### src/rtl/eas_pkg.sv
// Package with the types, codes and constant tables of the alignment sequencer.
package eas_pkg;

    localparam int NUM_SWINGS = 10;
    localparam int SWING_W    = $clog2(NUM_SWINGS + 1);
    localparam int TAB_DEPTH  = 1 << SWING_W;
    localparam int SWING_DEN  = 10 * NUM_SWINGS;

    localparam int MAG_W   = 16;
    localparam int DELAY_W = 10;
    localparam int VOLT_W  = 17;
    localparam int TRIG_W  = 16;
    localparam int CFG_W   = 16;

    localparam logic [DELAY_W-1:0] STEP_DELAY_RESET = DELAY_W'(100);

    typedef logic [MAG_W-1:0]         mag_t;
    typedef logic [DELAY_W-1:0]       delay_t;
    typedef logic [SWING_W-1:0]       swing_t;
    typedef logic signed [VOLT_W-1:0] volt_t;
    typedef logic [TRIG_W-1:0]        trig_t;
    typedef trig_t                    trig_tab_t [0:TAB_DEPTH-1];

    // Configuration register indexes.
    localparam logic CFG_DRIVE_MAGNITUDE = 1'b0;
    localparam logic CFG_STEP_DELAY      = 1'b1;

    // Loop status codes.
    localparam logic [1:0] STATUS_BUSY  = 2'd0;
    localparam logic [1:0] STATUS_DONE  = 2'd1;
    localparam logic [1:0] STATUS_ERROR = 2'd2;

    // Sequencer phases.
    localparam logic [2:0] PH_IDLE    = 3'd0;
    localparam logic [2:0] PH_SWING   = 3'd1;
    localparam logic [2:0] PH_WAIT    = 3'd2;
    localparam logic [2:0] PH_CAPTURE = 3'd3;
    localparam logic [2:0] PH_ZERO    = 3'd4;
    localparam logic [2:0] PH_REPORT  = 3'd5;

    // Drive kinds handed from the sequencer to the voltage stage.
    localparam logic [1:0] DRV_NONE  = 2'd0;
    localparam logic [1:0] DRV_SWING = 2'd1;
    localparam logic [1:0] DRV_HOLD  = 2'd2;
    localparam logic [1:0] DRV_ZERO  = 2'd3;

    typedef struct packed {
        logic [1:0] kind;
        swing_t     k;
        logic [1:0] status;
        logic       capture;
    } drive_cmd_t;

    // Q1.15 cos or sin of the swing angle magnitude, from truncated Taylor terms in Q0.30.
    function automatic trig_tab_t build_trig_tab(input logic want_sin);
        trig_tab_t       tab;
        longint unsigned th;
        longint unsigned x;
        longint unsigned x2;
        longint unsigned x3;
        longint unsigned x4;
        longint unsigned x5;
        longint unsigned c30;
        longint unsigned s30;
        longint unsigned c15;
        longint unsigned s15;
        for (int k = 0; k < TAB_DEPTH; k++)
        begin
            if (k < NUM_SWINGS)
            begin
                th  = 64'(65536 * (NUM_SWINGS - k) + 5 * NUM_SWINGS) / SWING_DEN;
                x   = th << 15;
                x2  = th * th;
                x3  = (x2 * th) >> 15;
                x4  = (x2 * x2) >> 30;
                x5  = (x4 * th) >> 15;
                c30 = (64'd1 << 30) - x2 / 2 + x4 / 24;
                s30 = x - x3 / 6 + x5 / 120;
                c15 = (c30 + 64'd16384) >> 15;
                s15 = (s30 + 64'd16384) >> 15;
                if (c15 > 64'd32767)
                begin
                    c15 = 64'd32767;
                end
                tab[k] = want_sin ? TRIG_W'(s15) : TRIG_W'(c15);
            end
            else
            begin
                tab[k] = '0;
            end
        end
        return tab;
    endfunction

    localparam trig_tab_t COS_TAB = build_trig_tab(1'b0);
    localparam trig_tab_t SIN_TAB = build_trig_tab(1'b1);

endpackage

### src/rtl/eas_if.sv
// Handshake channels of the alignment sequencer: one for calls, one for results.
interface eas_in_if;
    logic valid;
    logic ready;
    logic ms_elapsed;
    logic zero_ok;

    modport source (output valid, output ms_elapsed, output zero_ok, input ready);
    modport sink   (input valid, input ms_elapsed, input zero_ok, output ready);
endinterface

interface eas_out_if;
    logic           valid;
    logic           ready;
    logic [1:0]     loop_status;
    logic           drive_update;
    eas_pkg::volt_t volt_alpha;
    eas_pkg::volt_t volt_beta;
    logic           capture_zero;

    modport source (output valid, output loop_status, output drive_update,
                    output volt_alpha, output volt_beta, output capture_zero,
                    input ready);
    modport sink   (input valid, input loop_status, input drive_update,
                    input volt_alpha, input volt_beta, input capture_zero,
                    output ready);
endinterface

### src/rtl/eas_ctrl.sv
// Step sequencer: countdown, phase machine and registered drive command.
module eas_ctrl
(
    input  logic                clk,
    input  logic                rst_n,
    eas_in_if.sink              in_ch,
    input  eas_pkg::delay_t     step_delay,
    output logic                cmd_valid,
    output eas_pkg::drive_cmd_t cmd,
    input  logic                cmd_ready
);

    logic [2:0]          phase_reg;
    logic [2:0]          phase_next;
    eas_pkg::swing_t     swing_reg;
    eas_pkg::swing_t     swing_next;
    eas_pkg::delay_t     delay_reg;
    eas_pkg::delay_t     delay_next;
    eas_pkg::delay_t     delay_dec;
    logic                cmd_valid_reg;
    eas_pkg::drive_cmd_t cmd_reg;
    eas_pkg::drive_cmd_t cmd_next;
    logic                accept;

    assign in_ch.ready = !cmd_valid_reg || cmd_ready;
    assign accept      = in_ch.valid && in_ch.ready;
    assign cmd_valid   = cmd_valid_reg;
    assign cmd         = cmd_reg;

    always_comb
    begin
        delay_dec = (in_ch.ms_elapsed && delay_reg != '0) ? delay_reg - 1'b1 : delay_reg;

        phase_next       = phase_reg;
        swing_next       = swing_reg;
        delay_next       = delay_dec;
        cmd_next.kind    = eas_pkg::DRV_NONE;
        cmd_next.k       = swing_reg;
        cmd_next.status  = eas_pkg::STATUS_BUSY;
        cmd_next.capture = 1'b0;

        if (delay_dec == '0)
        begin
            unique case (phase_reg)
                eas_pkg::PH_IDLE:
                begin
                    swing_next = '0;
                    phase_next = eas_pkg::PH_SWING;
                    delay_next = step_delay;
                end
                eas_pkg::PH_SWING:
                begin
                    if (swing_reg < eas_pkg::SWING_W'(eas_pkg::NUM_SWINGS))
                    begin
                        cmd_next.kind = eas_pkg::DRV_SWING;
                        swing_next    = swing_reg + 1'b1;
                    end
                    else
                    begin
                        // Past the last swing: hold angle zero at full magnitude.
                        cmd_next.kind = eas_pkg::DRV_HOLD;
                        swing_next    = '0;
                        phase_next    = eas_pkg::PH_WAIT;
                    end
                    delay_next = step_delay;
                end
                eas_pkg::PH_WAIT:
                begin
                    phase_next = eas_pkg::PH_CAPTURE;
                    delay_next = step_delay;
                end
                eas_pkg::PH_CAPTURE:
                begin
                    cmd_next.capture = 1'b1;
                    if (!in_ch.zero_ok)
                    begin
                        // The countdown stays at zero so the restart fires at once.
                        cmd_next.kind   = eas_pkg::DRV_ZERO;
                        cmd_next.status = eas_pkg::STATUS_ERROR;
                        phase_next      = eas_pkg::PH_IDLE;
                    end
                    else
                    begin
                        phase_next = eas_pkg::PH_ZERO;
                        delay_next = step_delay;
                    end
                end
                eas_pkg::PH_ZERO:
                begin
                    cmd_next.kind = eas_pkg::DRV_ZERO;
                    phase_next    = eas_pkg::PH_REPORT;
                    delay_next    = step_delay;
                end
                default:
                begin
                    cmd_next.status = eas_pkg::STATUS_DONE;
                    phase_next      = eas_pkg::PH_IDLE;
                end
            endcase
        end
    end

    always_ff @(posedge clk or negedge rst_n)
    begin
        if (!rst_n)
        begin
            phase_reg     <= eas_pkg::PH_IDLE;
            swing_reg     <= '0;
            delay_reg     <= '0;
            cmd_valid_reg <= 1'b0;
        end
        else
        begin
            if (accept)
            begin
                phase_reg <= phase_next;
                swing_reg <= swing_next;
                delay_reg <= delay_next;
            end
            if (in_ch.ready)
            begin
                cmd_valid_reg <= in_ch.valid;
            end
        end
    end

    always_ff @(posedge clk)
    begin
        if (accept)
        begin
            cmd_reg <= cmd_next;
        end
    end

endmodule

### src/rtl/eas_drive.sv
// Voltage stage: scales the table cos/sin by the drive magnitude into the result register.
module eas_drive
(
    input  logic                clk,
    input  logic                rst_n,
    input  logic                cmd_valid,
    input  eas_pkg::drive_cmd_t cmd,
    output logic                cmd_ready,
    input  eas_pkg::mag_t       magnitude,
    eas_out_if.source           out_ch
);

    logic                       out_valid_reg;
    logic [1:0]                 status_reg;
    logic                       update_reg;
    eas_pkg::volt_t             alpha_reg;
    eas_pkg::volt_t             alpha_next;
    eas_pkg::volt_t             beta_reg;
    eas_pkg::volt_t             beta_next;
    logic                       capture_reg;
    logic [2*eas_pkg::MAG_W-1:0] prod_cos;
    logic [2*eas_pkg::MAG_W-1:0] prod_sin;
    logic [2*eas_pkg::MAG_W:0]   round_cos;
    logic [2*eas_pkg::MAG_W:0]   round_sin;
    eas_pkg::volt_t             swing_alpha;
    eas_pkg::volt_t             swing_beta;
    logic                       take;

    assign cmd_ready = !out_valid_reg || out_ch.ready;
    assign take      = cmd_valid && cmd_ready;

    always_comb
    begin
        prod_cos    = (2*eas_pkg::MAG_W)'(magnitude) * (2*eas_pkg::MAG_W)'(eas_pkg::COS_TAB[cmd.k]);
        prod_sin    = (2*eas_pkg::MAG_W)'(magnitude) * (2*eas_pkg::MAG_W)'(eas_pkg::SIN_TAB[cmd.k]);
        round_cos   = {1'b0, prod_cos} + (2*eas_pkg::MAG_W+1)'(16384);
        round_sin   = {1'b0, prod_sin} + (2*eas_pkg::MAG_W+1)'(16384);
        swing_alpha = eas_pkg::volt_t'(round_cos[15 +: eas_pkg::VOLT_W]);
        swing_beta  = eas_pkg::volt_t'(round_sin[15 +: eas_pkg::VOLT_W]);

        unique case (cmd.kind)
            eas_pkg::DRV_SWING:
            begin
                alpha_next = swing_alpha;
                // Odd swings sit on the negative side of angle zero.
                beta_next  = cmd.k[0] ? -swing_beta : swing_beta;
            end
            eas_pkg::DRV_HOLD:
            begin
                alpha_next = eas_pkg::volt_t'({1'b0, magnitude});
                beta_next  = '0;
            end
            default:
            begin
                alpha_next = '0;
                beta_next  = '0;
            end
        endcase
    end

    always_ff @(posedge clk or negedge rst_n)
    begin
        if (!rst_n)
        begin
            out_valid_reg <= 1'b0;
        end
        else if (cmd_ready)
        begin
            out_valid_reg <= cmd_valid;
        end
    end

    always_ff @(posedge clk)
    begin
        if (take)
        begin
            status_reg  <= cmd.status;
            update_reg  <= (cmd.kind != eas_pkg::DRV_NONE);
            alpha_reg   <= alpha_next;
            beta_reg    <= beta_next;
            capture_reg <= cmd.capture;
        end
    end

    assign out_ch.valid        = out_valid_reg;
    assign out_ch.loop_status  = status_reg;
    assign out_ch.drive_update = update_reg;
    assign out_ch.volt_alpha   = alpha_reg;
    assign out_ch.volt_beta    = beta_reg;
    assign out_ch.capture_zero = capture_reg;

endmodule

### src/rtl/encoder_alignment_sequencer_top.sv
// Top level of the encoder alignment sequencer: configuration registers and the two stages.
// One call is accepted per clock cycle while the output is not stalled, and its result is
// registered first as the sequencer's drive command, then as the voltages after the magnitude
// multiply. Each call with ms_elapsed set advances the millisecond countdown; when it reaches
// zero the sequence steps through the decaying swings, the hold at angle zero, the zero
// capture strobe, zero volts and the completion report. A failed capture reports an error
// and restarts. Register 0 is the drive magnitude in mV, register 1 the step delay in ms;
// write them only while no call is in flight.
module encoder_alignment_sequencer_top
(
    input  logic                    clk,
    input  logic                    rst_n,
    input  logic                    cfg_we,
    input  logic                    cfg_index,
    input  logic [eas_pkg::CFG_W-1:0] cfg_data,
    eas_in_if.sink                  in_ch,
    eas_out_if.source               out_ch
);

    eas_pkg::mag_t       magnitude_reg;
    eas_pkg::delay_t     step_delay_reg;
    logic                cmd_valid;
    logic                cmd_ready;
    eas_pkg::drive_cmd_t cmd;

    always_ff @(posedge clk or negedge rst_n)
    begin
        if (!rst_n)
        begin
            magnitude_reg  <= '0;
            step_delay_reg <= eas_pkg::STEP_DELAY_RESET;
        end
        else if (cfg_we)
        begin
            unique case (cfg_index)
                eas_pkg::CFG_DRIVE_MAGNITUDE: magnitude_reg  <= cfg_data;
                eas_pkg::CFG_STEP_DELAY:      step_delay_reg <= cfg_data[eas_pkg::DELAY_W-1:0];
                default:                      magnitude_reg  <= magnitude_reg;
            endcase
        end
    end

    eas_ctrl u_ctrl
    (
        .clk        (clk),
        .rst_n      (rst_n),
        .in_ch      (in_ch),
        .step_delay (step_delay_reg),
        .cmd_valid  (cmd_valid),
        .cmd        (cmd),
        .cmd_ready  (cmd_ready)
    );

    eas_drive u_drive
    (
        .clk       (clk),
        .rst_n     (rst_n),
        .cmd_valid (cmd_valid),
        .cmd       (cmd),
        .cmd_ready (cmd_ready),
        .magnitude (magnitude_reg),
        .out_ch    (out_ch)
    );

endmodule

### src/flat_wrapper.sv
// flat-port wrapper written by rule: the top's interface ports become plain ports
module encoder_alignment_sequencer_top_flat 
  (clk, rst_n, cfg_we, cfg_index, cfg_data, in_ch_valid, in_ch_ms_elapsed, in_ch_zero_ok, in_ch_ready, out_ch_valid, out_ch_loop_status, out_ch_drive_update, out_ch_volt_alpha, out_ch_volt_beta, out_ch_capture_zero, out_ch_ready);
  eas_in_if in_ch_i ();
  eas_out_if out_ch_i ();
  input  logic clk;
  input  logic rst_n;
  input  logic cfg_we;
  input  logic cfg_index;
  input  logic [eas_pkg::CFG_W-1:0] cfg_data;
  input wire logic [$bits(in_ch_i.valid)-1:0] in_ch_valid;
  input wire logic [$bits(in_ch_i.ms_elapsed)-1:0] in_ch_ms_elapsed;
  input wire logic [$bits(in_ch_i.zero_ok)-1:0] in_ch_zero_ok;
  output wire logic [$bits(in_ch_i.ready)-1:0] in_ch_ready;
  output wire logic [$bits(out_ch_i.valid)-1:0] out_ch_valid;
  output wire logic [$bits(out_ch_i.loop_status)-1:0] out_ch_loop_status;
  output wire logic [$bits(out_ch_i.drive_update)-1:0] out_ch_drive_update;
  output wire logic [$bits(out_ch_i.volt_alpha)-1:0] out_ch_volt_alpha;
  output wire logic [$bits(out_ch_i.volt_beta)-1:0] out_ch_volt_beta;
  output wire logic [$bits(out_ch_i.capture_zero)-1:0] out_ch_capture_zero;
  input wire logic [$bits(out_ch_i.ready)-1:0] out_ch_ready;
  assign in_ch_i.valid = in_ch_valid;
  assign in_ch_i.ms_elapsed = in_ch_ms_elapsed;
  assign in_ch_i.zero_ok = in_ch_zero_ok;
  assign in_ch_ready = in_ch_i.ready;
  assign out_ch_valid = out_ch_i.valid;
  assign out_ch_loop_status = out_ch_i.loop_status;
  assign out_ch_drive_update = out_ch_i.drive_update;
  assign out_ch_volt_alpha = out_ch_i.volt_alpha;
  assign out_ch_volt_beta = out_ch_i.volt_beta;
  assign out_ch_capture_zero = out_ch_i.capture_zero;
  assign out_ch_i.ready = out_ch_ready;
  encoder_alignment_sequencer_top u_core (.clk(clk), .rst_n(rst_n), .cfg_we(cfg_we), .cfg_index(cfg_index), .cfg_data(cfg_data), .in_ch(in_ch_i), .out_ch(out_ch_i));
endmodule
### config.mk
export PLATFORM = sky130hd
export DESIGN_NAME = encoder_alignment_sequencer_top_flat
export DESIGN_NICKNAME = d
export VERILOG_FILES = /design/src/rtl/eas_pkg.sv /design/src/rtl/eas_if.sv /design/src/rtl/eas_ctrl.sv /design/src/rtl/eas_drive.sv /design/src/rtl/encoder_alignment_sequencer_top.sv /design/src/flat_wrapper.sv
export SDC_FILE = /design/constraint.sdc
export NUM_CORES = 1
export LEC_CHECK = 0
export BUFFER_PORTS_ARGS = -buffer_cell sky130_fd_sc_hd__clkbuf_2
export CELL_PAD_IN_SITES_DETAIL_PLACEMENT = 0
export CELL_PAD_IN_SITES_GLOBAL_PLACEMENT = 1
export CORE_ASPECT_RATIO = 0.6
export CORE_MARGIN = 5
export CORE_UTILIZATION = 55
export CTS_CLUSTER_DIAMETER = 50
export DETAILED_ROUTE_END_ITERATION = 8
export PLACE_DENSITY_LB_ADDON = 0.1
export SYNTH_ARGS = -nofsm -noshare
export SYNTH_HDL_FRONTEND = slang
export SYNTH_SLANG_ARGS = --single-unit
### constraint.sdc
create_clock -name clk -period 13 [get_ports clk]
set_clock_uncertainty 0.1 [all_clocks]
set_input_delay 3.25 -clock clk [delete_from_list [all_inputs] [get_ports clk]]
set_output_delay 3.25 -clock clk [all_outputs]
set_load 0.1 [all_outputs]
==> results.txt <==
Synth unique cells: 90
CTS tree: built
Root Buffer: clkbuf_16
Residual DRC count: 0
Top-count cell post-synth: inv_1
Register area: 2541 um2
Sink Count: 92
Routed Antenna Nets: 0
Syn Inst Count: 2171
Avg WL per Cell: 19.02 um
Worst hold slack: 0.3253 ns
Port bufs: 63
Multi-input gate area: 15160 um2
Initial core utilization: 0.5623
CTS buffer count: 9
Worst Path Max Fanout: 22
RSZ-0062 raised after global routing: no
Die Ht: 157.1 um
Post-synth top cells: inv_1 (480), fa_1 (331), nand2_1 (284), ha_1 (249), and2_1 (135)
Max Buffers Root-to-Sink: 2
Max-slew headroom: 0.2062
Synth area leaders: fa_1 (33%), ha_1 (16%), inv_1 (9.1%)
Placed Cells: 2650
Type of origin of the critical path: flip-flop
Status: finished clean
Critical Path Most Common Cell: fa_1
Share of cells above drive strength 1: 0.08913
Gr usage total: 0.2676
Vias in the first global route: 15310
Crit. End Element: flip-flop
Synth Net Count: 2775
Ant. Diodes: 0
Fin crit share: 0.6845
Cts hold-fix bufs: 0
Yosys warns: 0
Tmin final: 8.899 ns
Post_cts resized: 0
Clock Latency Late Sink: 0.37 ns
Hold/Removal Path Class: reg -> reg
RePlAce Congestion: 0.9042
DIE WIDTH: 255.2 um
Die area: 40090 um2
P&R area growth vs syn: 5.759%
EDFF count, synth: 47
Detail-routed via count per cell: 5.550
FP Rows: 53
Post-CTS Setup Inserts: 0
Clock slew seen by the registers of the worst setup and hold paths: 0.08 ns
CP arrival: 8.91 ns
Post-synth ARST share: 0.4891
Top cell type's share of synthesized area: 0.3340
Max Cap Viol: 0
DPL Wire Length: 40990 um
Flops & latches, synth: 92
Syn_area_per_cell: 9.137 um2
First-pass GRT wire length: 84120 um
Sequential element share of the synthesized area: 0.1281
Largest area contributor in the netlist: fa_1
Final WL: 50700 um
Total number of vias: 14800
Core Footprint: 35280 um2
DR pass1 iterations: 5
Fill cells: 3143
CP peak stage delay: 0.84 ns
Hold Fails Final Rpt: 0
Main flop type after synthesis: edfxtp_1
Antenna violations before repair: 0
Aggregate global routing overflow: 0
CP required: 13.01 ns
Final Slew Violations: 0
Setup TNS: 0 ns
Final setup viols: 0
Final cell count without fillers: 2666
Largest net degree at the start of global routing: 46
Fmax: 112.4 MHz
Least-Margin Pin Slew: 1.184 ns
Mapped Area: 19840 um2
Final nets: 2798
Crit path kind: reg -> reg
Ports: 64
Crit-path slowest cell: nor2_1
CTS H-tree lvls: 3
Starting DRT DRC Count: 1172
==> layout make-up <==
class / count / share of cell area
clock buffers: 9 / 0.01074
clock inverters: 7 / 0.003638
inverters: 481 / 0.08606
multi-input cells: 1511 / 0.7227
flip-flops and latches: 92 / 0.1211
well taps: 467 / 0.02785
repair buffers: 99 / 0.02791
==> worst max-delay path: cells and delay by family (launching register included) <==
family,cells,cell delay (ns)
AO/OA/AOI/OAI,6,1.30
XOR/XNOR,1,0.43
adder cells (fa/ha/maj),8,3.75
buffers and inverters,6,0.87
flip-flops,1,0.33
AND/OR/NAND/NOR,6,1.83
==> path summary, 6_finish.rpt <==
| check | cells past startpoint | slack, ns | to | start |
|---|---|---|---|---|
| worst max-delay path | 27 | 4.10 | u_core.u_drive.out_ch.volt_beta[12]$_SDFFCE_PN0P_ | u_core.u_ctrl.cmd[3]$_DFFE_PP_ |
| worst min-delay path | 0 | 0.33 | u_core.u_drive.out_ch.loop_status[0]$_DFFE_PP_ | u_core.u_ctrl.cmd[1]$_SDFFCE_PP0P_ |
| worst max register to register | 27 | 4.10 | u_core.u_drive.out_ch.volt_beta[12]$_SDFFCE_PN0P_ | u_core.u_ctrl.cmd[3]$_DFFE_PP_ |
| worst min register to register | 0 | 0.33 | u_core.u_drive.out_ch.loop_status[0]$_DFFE_PP_ | u_core.u_ctrl.cmd[1]$_SDFFCE_PP0P_ |
| max in group asynchronous | 2 | 9.54 | u_core.magnitude_reg[4]$_DFFE_PN0P_ | rst_n |
| min in group asynchronous | 2 | 2.86 | u_core.step_delay_reg[0]$_DFFE_PN0P_ | rst_n |
==> stage by stage <==
stage	instance area [um2]	worst slack (ns)	utilization
6_report	20980	4.101	0.5947
3_5_place_dp	20680	4.229	0.5861
5_1_grt	20980	3.502	0.5947
4_1_cts	20980	4.209	0.5947
2_1_floorplan	19840	5.143	-
3_3_place_gp	20680	4.474	0.5861
==> kinds of logic after synthesis <==
group	count (synthesis)	share of synthesized area
AOI/OAI and AO/OA	239	0.08288
xor gates and xnor gates	26	0.01262
adders and majority gates	580	0.4911
buffers and inverters	568	0.1082
DFF	92	0.1281
muxes	35	0.01962
and+or+nand+nor	631	0.1575
==> layer usage <==
| layer | vias to the layer above | track usage | wire length [um] |
|---|---|---|---|
| met5 | - | 0 | 0 |
| met4 | 0 | 0.03609 | 481 |
| met3 | 24 | 0.07168 | 4587 |
| met2 | 483 | 0.3877 | 21150 |
| met1 | 7473 | 0.4148 | 24480 |
| li1 | 6815 | - | - |
==> layout by cell type (no fill, tap or decap), types with 5 or more instances in the layout <==
master and instances:
a21boi_0 5, a21o_1 13, a21oi_1 64, a31oi_1 14, and2_1 134, and3_1 5, buf_4 36, clkbuf_16 9
clkbuf_2 63, dfrtp_1 42, edfxtp_1 47, fa_1 331, ha_1 249, inv_1 480, mux2_2 31, nand2_1 284
nand2b_1 7, nand3_1 17, nand4_1 9, nor2_1 69, nor2b_1 31, nor3_1 19, nor3b_1 5, nor4_1 5
o211ai_1 8, o21ai_0 55, o21ai_1 13, o31a_1 5, or2_2 9, or3_1 12, xnor2_1 13, xor2_1 10
Power is left out: the tool's default activity adds up to more than one toggle a clock period on the data nets, which glitch-free logic cannot reach.
